--- config.mk ---
export PLATFORM = sky130hd
export DESIGN_NAME = burst_ordered_ready_queue_core
export DESIGN_NICKNAME = d
export VERILOG_FILES = /design/src/rtl/borq_pkg.sv /design/src/rtl/borq_slot_ram.sv /design/src/rtl/burst_ordered_ready_queue_core.sv
export VERILOG_INCLUDE_DIRS = /design/src /design/src/rtl
export SDC_FILE = /design/constraint.sdc
export NUM_CORES = 1
export LEC_CHECK = 0
export ABC_AREA = 0
export BUFFER_PORTS_ARGS = -buffer_cell sky130_fd_sc_hd__buf_2
export CAP_MARGIN = 20
export CORE_ASPECT_RATIO = 1.5
export CORE_MARGIN = 2
export CORE_UTILIZATION = 49
export CTS_BUF_LIST = sky130_fd_sc_hd__clkbuf_2
export DETAILED_ROUTE_END_ITERATION = 10
export GPL_ROUTABILITY_DRIVEN = 1
export MAX_ROUTING_LAYER = met4
export PLACE_DENSITY = 0.65
export SLEW_MARGIN = 20
export SYNTH_ARGS = -nofsm -noshare
export SYNTH_HDL_FRONTEND = slang
export SYNTH_SLANG_ARGS = --single-unit
--- constraint.sdc ---
create_clock -name clock -period 16.6 [get_ports clock]
set_input_delay 4.15 -clock clock [delete_from_list [all_inputs] [get_ports clock]]
set_output_delay 4.15 -clock clock [all_outputs]
set_load 0.01 [all_outputs]
--- src/rtl/assert_macros.svh ---
// Assertion macros included by the queue core.
`ifndef ASSERT_MACROS_SVH
`define ASSERT_MACROS_SVH

// Checked at every rising clock edge outside of reset.
`define ASSERT_CLK(label, prop, msg) \
   label: assert property (@(posedge clock) disable iff (reset) (prop)) else $error(msg);

// Checked at every rising clock edge, reset included.
`define ASSERT_ALWAYS(label, prop, msg) \
   label: assert property (@(posedge clock) (prop)) else $error(msg);

`endif

--- src/rtl/borq_pkg.sv ---
// Types and constants of the burst ordered ready queue.
package borq_pkg;

   // Default number of queue slots.
   localparam int DEPTH_DEFAULT = 16;

   // Widths of the result fields.
   localparam int COUNT_W = 5;
   localparam int LOAD_W  = 20;
   localparam int RSP_W   = 80;

   // Operation carried by each request word.
   typedef enum logic [1:0] {
      OP_APPEND = 2'd0,
      OP_INSERT = 2'd1,
      OP_REMOVE = 2'd2,
      OP_SORT   = 2'd3
   } op_type;

   // Status returned with each response word.
   typedef enum logic [1:0] {
      ST_DONE  = 2'd0,
      ST_EMPTY = 2'd1,
      ST_FULL  = 2'd2
   } status_type;

   // One queue entry; pid sits in the lowest bits.
   typedef struct packed {
      logic [15:0] remain;
      logic [15:0] burst;
      logic [15:0] pid;
   } entry_type;

endpackage

--- src/rtl/borq_slot_ram.sv ---
// Slot memory of the queue: one write port, one registered read port.
module borq_slot_ram
   import borq_pkg::*;
#(
   parameter int DEPTH = DEPTH_DEFAULT,
   parameter int IDX_W = $clog2(DEPTH)
) (
   input  logic             clock,
   input  logic             rd_en,
   input  logic [IDX_W-1:0] rd_addr,
   output entry_type        rd_data,
   input  logic             wr_en,
   input  logic [IDX_W-1:0] wr_addr,
   input  entry_type        wr_data
);

   entry_type mem [DEPTH];

   // Write port.
   always_ff @(posedge clock) begin
      if (wr_en) begin
         mem[wr_addr] <= wr_data;
      end
   end

   // Registered read port.
   always_ff @(posedge clock) begin
      if (rd_en) begin
         rd_data <= mem[rd_addr];
      end
   end

endmodule

--- src/rtl/burst_ordered_ready_queue_core.sv ---
// Top level of the burst ordered ready queue.
//
// A bounded queue of process entries (pid, burst length, remaining time).
// Each request word carries an operation in req_tuser: append at the tail,
// insert in ascending burst order behind equal keys, remove the head, or
// stably sort all entries by pid. Every request gives exactly one response
// word with the removed entry (zeros if none), a status in rsp_tuser, the
// entry count and the sum of remaining times.
// Entries live in a circular slot memory with a registered read; all work
// is done as reads, compares and write-backs through that single port pair.
// Append and a failed operation go straight from acceptance to the response;
// remove first reads the head. Insert scans up to the insert point one slot
// a cycle, then shifts the tail one slot a cycle and writes the new entry
// into the gap, or writes it at the tail if no larger burst is found. Sort is
// an insertion sort by pid, each key compared and moved one entry at a time.
// One request is worked on at a time; a new request is taken while an
// earlier response still waits in the output register.
// Reset empties the queue at once; slot contents are not cleared.
// When the receiver stalls, the finished response is held and the block
// waits before delivering the next one.
module burst_ordered_ready_queue_core
   import borq_pkg::*;
#(
   parameter int DEPTH = DEPTH_DEFAULT
) (
   input  logic             clock,
   input  logic             reset,
   input  logic             req_tvalid,
   output logic             req_tready,
   // [15:0] pid, [31:16] burst, [47:32] remain
   input  logic [47:0]      req_tdata,
   // [1:0] op
   input  logic [1:0]       req_tuser,
   output logic             rsp_tvalid,
   input  logic             rsp_tready,
   // [15:0] out_pid, [31:16] out_burst, [47:32] out_remaining,
   // [52:48] entry_count, [72:53] remain_sum, [79:73] zero
   output logic [RSP_W-1:0] rsp_tdata,
   // [1:0] status
   output logic [1:0]       rsp_tuser
);

`include "assert_macros.svh"

   localparam int IDX_W = $clog2(DEPTH);
   localparam int CNT_W = $clog2(DEPTH + 1);
   localparam int SUM_W = CNT_W + 1;

   typedef enum logic [8:0] {
      S_IDLE   = 9'b000000001,
      S_HEAD   = 9'b000000010,
      S_SCAN   = 9'b000000100,
      S_SHIFT  = 9'b000001000,
      S_PLACE  = 9'b000010000,
      S_KEY    = 9'b000100000,
      S_CMP    = 9'b001000000,
      S_PUTKEY = 9'b010000000,
      S_DONE   = 9'b100000000
   } state_type;

   state_type               state_ff, state_in;
   logic [IDX_W-1:0]        hd_ff, hd_in;
   logic [CNT_W-1:0]        cnt_ff, cnt_in;
   logic [LOAD_W-1:0]       load_ff, load_in;
   logic [CNT_W-1:0]        idx_ff, idx_in;
   logic [CNT_W-1:0]        jdx_ff, jdx_in;
   entry_type               new_ff, new_in;
   entry_type               key_ff, key_in;
   entry_type               rem_ff, rem_in;
   status_type              status_ff, status_in;
   logic                    rsp_valid_ff, rsp_valid_in;
   logic [RSP_W-1:0]        rsp_data_ff, rsp_data_in;
   status_type              rsp_status_ff, rsp_status_in;

   logic                    ram_rd_en;
   logic [CNT_W-1:0]        ram_rd_lidx;
   logic [IDX_W-1:0]        ram_rd_phys;
   entry_type               ram_rd_data;
   logic                    ram_wr_en;
   logic [CNT_W-1:0]        ram_wr_lidx;
   logic [IDX_W-1:0]        ram_wr_phys;
   entry_type               ram_wr_data;

   entry_type               req_entry;
   op_type                  req_op;
   logic                    req_fire;
   logic                    out_free;
   logic                    q_full;
   logic [31:0]             cnt_wide;

   // Logical slot (0 is the head) to physical address in the circular memory.
   function automatic logic [IDX_W-1:0] to_phys(input logic [IDX_W-1:0] head,
                                                input logic [CNT_W-1:0] lidx);
      logic [SUM_W-1:0] sum;
      sum = SUM_W'(head) + SUM_W'(lidx);
      if (sum >= SUM_W'(DEPTH)) begin
         sum = sum - SUM_W'(DEPTH);
      end
      return sum[IDX_W-1:0];
   endfunction

   assign req_entry  = entry_type'(req_tdata);
   assign req_op     = op_type'(req_tuser);
   assign req_tready = (state_ff == S_IDLE);
   assign req_fire   = req_tvalid && req_tready;
   assign out_free   = !rsp_valid_ff || rsp_tready;
   assign q_full     = (cnt_ff == CNT_W'(DEPTH));

   assign ram_rd_phys = to_phys(hd_ff, ram_rd_lidx);
   assign ram_wr_phys = to_phys(hd_ff, ram_wr_lidx);

   borq_slot_ram #(
      .DEPTH(DEPTH),
      .IDX_W(IDX_W)
   ) u_slot_ram (
      .clock  (clock),
      .rd_en  (ram_rd_en),
      .rd_addr(ram_rd_phys),
      .rd_data(ram_rd_data),
      .wr_en  (ram_wr_en),
      .wr_addr(ram_wr_phys),
      .wr_data(ram_wr_data)
   );

   // Sequencer: decodes a request and walks the slot memory.
   always_comb begin
      state_in      = state_ff;
      hd_in         = hd_ff;
      cnt_in        = cnt_ff;
      load_in       = load_ff;
      idx_in        = idx_ff;
      jdx_in        = jdx_ff;
      new_in        = new_ff;
      key_in        = key_ff;
      rem_in        = rem_ff;
      status_in     = status_ff;
      ram_rd_en     = 1'b0;
      ram_rd_lidx   = idx_ff;
      ram_wr_en     = 1'b0;
      ram_wr_lidx   = jdx_ff;
      ram_wr_data   = key_ff;

      unique case (state_ff)
         S_IDLE: begin
            if (req_fire) begin
               new_in    = req_entry;
               rem_in    = '0;
               status_in = ST_DONE;
               state_in  = S_DONE;
               unique case (req_op)
                  OP_APPEND, OP_INSERT: begin
                     if (q_full) begin
                        status_in = ST_FULL;
                     end else if (req_op == OP_APPEND || cnt_ff == '0) begin
                        ram_wr_en   = 1'b1;
                        ram_wr_lidx = cnt_ff;
                        ram_wr_data = req_entry;
                        cnt_in      = cnt_ff + 1'b1;
                        load_in     = load_ff + LOAD_W'(req_entry.remain);
                     end else begin
                        idx_in      = '0;
                        ram_rd_en   = 1'b1;
                        ram_rd_lidx = '0;
                        state_in    = S_SCAN;
                     end
                  end
                  OP_REMOVE: begin
                     if (cnt_ff == '0) begin
                        status_in = ST_EMPTY;
                     end else begin
                        ram_rd_en   = 1'b1;
                        ram_rd_lidx = '0;
                        state_in    = S_HEAD;
                     end
                  end
                  OP_SORT: begin
                     if (cnt_ff >= CNT_W'(2)) begin
                        idx_in      = CNT_W'(1);
                        ram_rd_en   = 1'b1;
                        ram_rd_lidx = CNT_W'(1);
                        state_in    = S_KEY;
                     end
                  end
                  default: begin
                     status_in = ST_DONE;
                  end
               endcase
            end
         end

         // Head word has arrived: hand it out and advance the head.
         S_HEAD: begin
            rem_in   = ram_rd_data;
            hd_in    = (hd_ff == IDX_W'(DEPTH - 1)) ? '0 : hd_ff + 1'b1;
            cnt_in   = cnt_ff - 1'b1;
            load_in  = load_ff - LOAD_W'(ram_rd_data.remain);
            state_in = S_DONE;
         end

         // Look for the first entry with a larger burst length.
         S_SCAN: begin
            if (ram_rd_data.burst > new_ff.burst) begin
               jdx_in      = cnt_ff;
               ram_rd_en   = 1'b1;
               ram_rd_lidx = cnt_ff - 1'b1;
               state_in    = S_SHIFT;
            end else if (idx_ff + 1'b1 == cnt_ff) begin
               ram_wr_en   = 1'b1;
               ram_wr_lidx = cnt_ff;
               ram_wr_data = new_ff;
               cnt_in      = cnt_ff + 1'b1;
               load_in     = load_ff + LOAD_W'(new_ff.remain);
               state_in    = S_DONE;
            end else begin
               idx_in      = idx_ff + 1'b1;
               ram_rd_en   = 1'b1;
               ram_rd_lidx = idx_ff + 1'b1;
            end
         end

         // Move one entry up a slot per cycle down to the insert point.
         S_SHIFT: begin
            ram_wr_en   = 1'b1;
            ram_wr_lidx = jdx_ff;
            ram_wr_data = ram_rd_data;
            jdx_in      = jdx_ff - 1'b1;
            if (jdx_ff - 1'b1 == idx_ff) begin
               state_in = S_PLACE;
            end else begin
               ram_rd_en   = 1'b1;
               ram_rd_lidx = jdx_ff - CNT_W'(2);
            end
         end

         // Write the new entry into the gap.
         S_PLACE: begin
            ram_wr_en   = 1'b1;
            ram_wr_lidx = idx_ff;
            ram_wr_data = new_ff;
            cnt_in      = cnt_ff + 1'b1;
            load_in     = load_ff + LOAD_W'(new_ff.remain);
            state_in    = S_DONE;
         end

         // Sort: take slot idx as the key and fetch its left neighbor.
         S_KEY: begin
            key_in      = ram_rd_data;
            jdx_in      = idx_ff;
            ram_rd_en   = 1'b1;
            ram_rd_lidx = idx_ff - 1'b1;
            state_in    = S_CMP;
         end

         // Sort: move larger pids right, or drop the key in place.
         S_CMP: begin
            ram_wr_en   = 1'b1;
            ram_wr_lidx = jdx_ff;
            if (ram_rd_data.pid > key_ff.pid) begin
               ram_wr_data = ram_rd_data;
               jdx_in      = jdx_ff - 1'b1;
               if (jdx_ff == CNT_W'(1)) begin
                  state_in = S_PUTKEY;
               end else begin
                  ram_rd_en   = 1'b1;
                  ram_rd_lidx = jdx_ff - CNT_W'(2);
               end
            end else begin
               ram_wr_data = key_ff;
               if (idx_ff + 1'b1 == cnt_ff) begin
                  state_in = S_DONE;
               end else begin
                  idx_in      = idx_ff + 1'b1;
                  ram_rd_en   = 1'b1;
                  ram_rd_lidx = idx_ff + 1'b1;
                  state_in    = S_KEY;
               end
            end
         end

         // Sort: the key goes to the head slot.
         S_PUTKEY: begin
            ram_wr_en   = 1'b1;
            ram_wr_lidx = '0;
            ram_wr_data = key_ff;
            if (idx_ff + 1'b1 == cnt_ff) begin
               state_in = S_DONE;
            end else begin
               idx_in      = idx_ff + 1'b1;
               ram_rd_en   = 1'b1;
               ram_rd_lidx = idx_ff + 1'b1;
               state_in    = S_KEY;
            end
         end

         S_DONE: begin
            if (out_free) begin
               state_in = S_IDLE;
            end
         end

         default: begin
            state_in = S_IDLE;
         end
      endcase
   end

   // Output register: loaded from the finished operation, held while stalled.
   assign cnt_wide = 32'(cnt_ff);

   always_comb begin
      rsp_valid_in  = rsp_valid_ff && !rsp_tready;
      rsp_data_in   = rsp_data_ff;
      rsp_status_in = rsp_status_ff;
      if (state_ff == S_DONE && out_free) begin
         rsp_valid_in  = 1'b1;
         rsp_data_in   = {7'd0, load_ff, cnt_wide[COUNT_W-1:0], rem_ff.remain,
                          rem_ff.burst, rem_ff.pid};
         rsp_status_in = status_ff;
      end
   end

   // Control registers.
   always_ff @(posedge clock) begin
      if (reset) begin
         state_ff     <= S_IDLE;
         hd_ff        <= '0;
         cnt_ff       <= '0;
         load_ff      <= '0;
         rsp_valid_ff <= 1'b0;
      end else begin
         state_ff     <= state_in;
         hd_ff        <= hd_in;
         cnt_ff       <= cnt_in;
         load_ff      <= load_in;
         rsp_valid_ff <= rsp_valid_in;
      end
   end

   // Payload registers.
   always_ff @(posedge clock) begin
      idx_ff        <= idx_in;
      jdx_ff        <= jdx_in;
      new_ff        <= new_in;
      key_ff        <= key_in;
      rem_ff        <= rem_in;
      status_ff     <= status_in;
      rsp_data_ff   <= rsp_data_in;
      rsp_status_ff <= rsp_status_in;
   end

   assign rsp_tvalid = rsp_valid_ff;
   assign rsp_tdata  = rsp_data_ff;
   assign rsp_tuser  = rsp_status_ff;

   // The count never passes the number of slots.
   `ASSERT_CLK(a_cnt_bound, cnt_ff <= CNT_W'(DEPTH), "entry count above depth")

   // An empty queue carries no load.
   `ASSERT_CLK(a_empty_load, cnt_ff == '0 |-> load_ff == '0, "load left in empty queue")

   // The sequencer never reads and writes one slot in the same cycle.
   `ASSERT_CLK(a_no_rw_clash, ram_rd_en && ram_wr_en |-> ram_rd_phys != ram_wr_phys, "slot clash")

   // A full status is only reported for a full queue.
   `ASSERT_CLK(a_full_status, state_ff == S_DONE && status_ff == ST_FULL |-> q_full, "false full")

endmodule

==> impl_metrics.json <==
{
  "drive_above_1_share_pct": 25.5,
  "rsz0062_at_grt": "no",
  "clockBufferDepth": 3,
  "r2r-end": "u_slot_ram.rd_data[30]$_DFFE_PP_",
  "drc": 0,
  "row_count": 136,
  "grt_usage_pct": 24.7,
  "synth_compound_area_share_pct": 4.66,
  "root_buffer": "clkbuf_2",
  "antenna_found_initial": 3,
  "gr-total-overflow": 0,
  "finalPower_w": 0.00972,
  "die_h_um": 375,
  "drtIter0Drc": 2507,
  "hold_ws_ps": 419,
  "synth-xor-area-share_pct": 1.29,
  "dp_hpwl_um": 61400,
  "crit_required_ps": 12450,
  "routed_wl_um": 112000,
  "async_reset_ff_share_pct": 0,
  "hold_class": "register to register",
  "max_freq_mhz": 120,
  "grt_pass1_wl_um": 165000,
  "yosys-top-cells-area": "edfxtp_1, mux4_2, mux2i_1, ha_1, nand2_1",
  "cts_hold_buf": 0,
  "crit_path_end": "req_tready",
  "final_common_cell": "edfxtp_1",
  "pre_cts_ws_ps": 7480,
  "cts_tree": "built",
  "criticalPathCategory": "register to primary output",
  "drv_slew": 0,
  "yosys.area.top_type": "edfxtp_1",
  "yosys_most_used_dff": "edfxtp_1",
  "numCtsBuffers": 236,
  "fp.coreArea_um2": 91200,
  "htreeDepth": 4,
  "clk_latency_ps": 1590,
  "routedWlPerCell_um": 26.6,
  "grt_max_degree": 121,
  "cp-end-kind": "primary output",
  "fin_skew_ps": 116,
  "synth_top_area_share_pct": 70.0,
  "vias": 25329,
  "clock-sinks": 1086,
  "reg2reg_slack_ps": 9510,
  "placement.cell_area_um2": 47000,
  "port_buffers": 130,
  "status": "complete, no violations",
  "grt_pass1_vias": 26410,
  "setup_viol": 0,
  "maxCapViolations": 0,
  "yosysUniqueCellTypes": 85,
  "fin_crit_sh_pct": 50.1,
  "yosys.area_share.simple_pct": 5.50,
  "area_growth_pct": 9.48,
  "yosysSeqAreaShare_pct": 71.8,
  "synthMuxAreaShare_pct": 12.9,
  "initial_utilization_pct": 49.2,
  "power_density_nw_per_um2": 198,
  "crit_path_start_kind": "register",
  "hold_violations": 0,
  "synth-warning-count": 0,
  "synth_edf_count": 1047,
  "finalCriticalPeriod_ps": 8320,
  "synth_top_family_by_area": "multiplexers",
  "synthAdderAreaFrac_pct": 2.06,
  "max_slew_margin_pct": 25.2,
  "leakage_nw": 17.2,
  "vias_per_cell": 6.03,
  "ys_ff_latch": 1086,
  "setup_ws_ps": 8280,
  "drt-pass1-iter-count": 7,
  "io-pin-count": 138,
  "synth.avg_cell_area_um2": 17.6,
  "postCtsSetupRepairBufs": 0,
  "startpoint": "state_ff[6]$_SDFFE_PP0P_",
  "die_area_um2": 94100,
  "reg2reg_from": "u_slot_ram.rd_data[31]$_DFFE_PP_",
  "die_w_um": 251,
  "ctsResizeCount": 0,
  "critPathMaxFanout": 20,
  "ff2ff_path_depth": 17,
  "vdd_drop_max_mv": 0.253,
  "final_antenna_net_count": 0,
  "max_slew.worst_pin.slew_ps": 1120,
  "syn_inst": 2552,
  "clk_pin_slew_ps": 120,
  "cp.arrival_ps": 4170,
  "final_nets": 2970,
  "netlist_area_um2": 44900,
  "setup_tns_ps": 0,
  "finalInstanceArea_um2": 49100,
  "mostFrequentLayoutCells": "edfxtp_1, clkbuf_2, nand2_1",
  "place_congestion": 0.927
}
layout make-up:
cell class	count	area [µm²]
Multi-Input combinational cell	1281	12100
Fill cell	7322	42100
Sequential cell	1086	32200
Tap cell	1173	1470
Clock buffer	333	1670
Inverter	60	225
Timing Repair Buffer	179	1070
Clock inverter	81	409
Antenna cell	5	12.5
per-layer routing:
metal / GRT usage (%) / wire, µm / share of wire [%] / vias to the layer above
li1: - / - / - / 10956
met2: 41.5 / 57600 / 52 / 1128
met5: - / 0 / 0 / -
met4: 8.72 / 2810 / 2.5 / 0
met3: 4.44 / 7740 / 6.9 / 190
met1: 30.2 / 43500 / 39 / 13055
state kept, by name (all words and copies together), names as in the netlist, named ones only:
name,count
u_slot_ram.mem,768
rsp_tdata,73
key_ff,48
new_ff,48
rem_ff,48
u_slot_ram.rd_data,48
load_ff,20
state_ff,9
cnt_ff,5
jdx_ff,5
hd_ff,4
idx_ff,4
rsp_tuser,2
status_ff,2
rsp_tvalid,1
stage by stage:
stage | util (%) | std cells
2_1_floorplan | - | 2558
3_3_place_gp | 51.5 | 3777
3_5_place_dp | 51.5 | 3777
4_1_cts | 53.8 | 4191
5_1_grt | 53.9 | 4198
6_report | 53.9 | 4198
power breakdown:
group | total [W] | internal [W] | switching [W]
clock network | 0.00160 | 0.000589 | 0.00101
logic | 0.00418 | 0.00182 | 0.00235
registers | 0.00395 | 0.00377 | 0.000178
kinds of logic after synthesis:
kind of cell,after synthesis
buf+inv,191
compound gates,295
xor+xnor,62
other cells,1
simple gates,505
flops,1086
mux,340
fa+ha+maj,72
critical path, cell delays in order (launching register included):
cell,delay (ps)
dfxtp_1,460
or4_4,620
nor4_4,190
nand2_1,80
buf_4,260
inv_2,420
buf_4,420
buf_2,200
how the worst min path moves through the flow:
stage | startpoint | to | slack (ps) | depth (start not counted)
floorplan | rem_ff[0]$_SDFFCE_PN0P_ | rsp_tdata[0]$_DFFE_PP_ | 400 | 0
global placement | rem_ff[15]$_SDFFCE_PN0P_ | rsp_tdata[15]$_DFFE_PP_ | 400 | 0
detailed placement | rem_ff[14]$_SDFFCE_PN0P_ | rsp_tdata[14]$_DFFE_PP_ | 410 | 0
CTS | rem_ff[28]$_SDFFCE_PN0P_ | rsp_tdata[28]$_DFFE_PP_ | 420 | 0
global route | rem_ff[28]$_SDFFCE_PN0P_ | rsp_tdata[28]$_DFFE_PP_ | 430 | 0
finish | rem_ff[28]$_SDFFCE_PN0P_ | rsp_tdata[28]$_DFFE_PP_ | 420 | 0
cells in the mapped netlist, drive strengths merged (7+ instances only):
library cell and instances:
edfxtp 1047, nand2 215, mux4 192, mux2i 146
clkbuf 92, a21oi 76, nor2 74, ha 69
inv 59, o21ai 53, and2 49, nor3 40
buf 39, dfxtp 39, a222oi 36, xnor2 33
nand3 29, xor2 28, a221o 22, nand4 18
a22o 14, nor4 13, nand2b 12, a22oi 11
a21o 10, a211oi 9, and3 9, nor2b 8
o211ai 8, or3 8, a31oi 7, o21a 7
No activity file was read; power rests on OpenSTA's default activity.
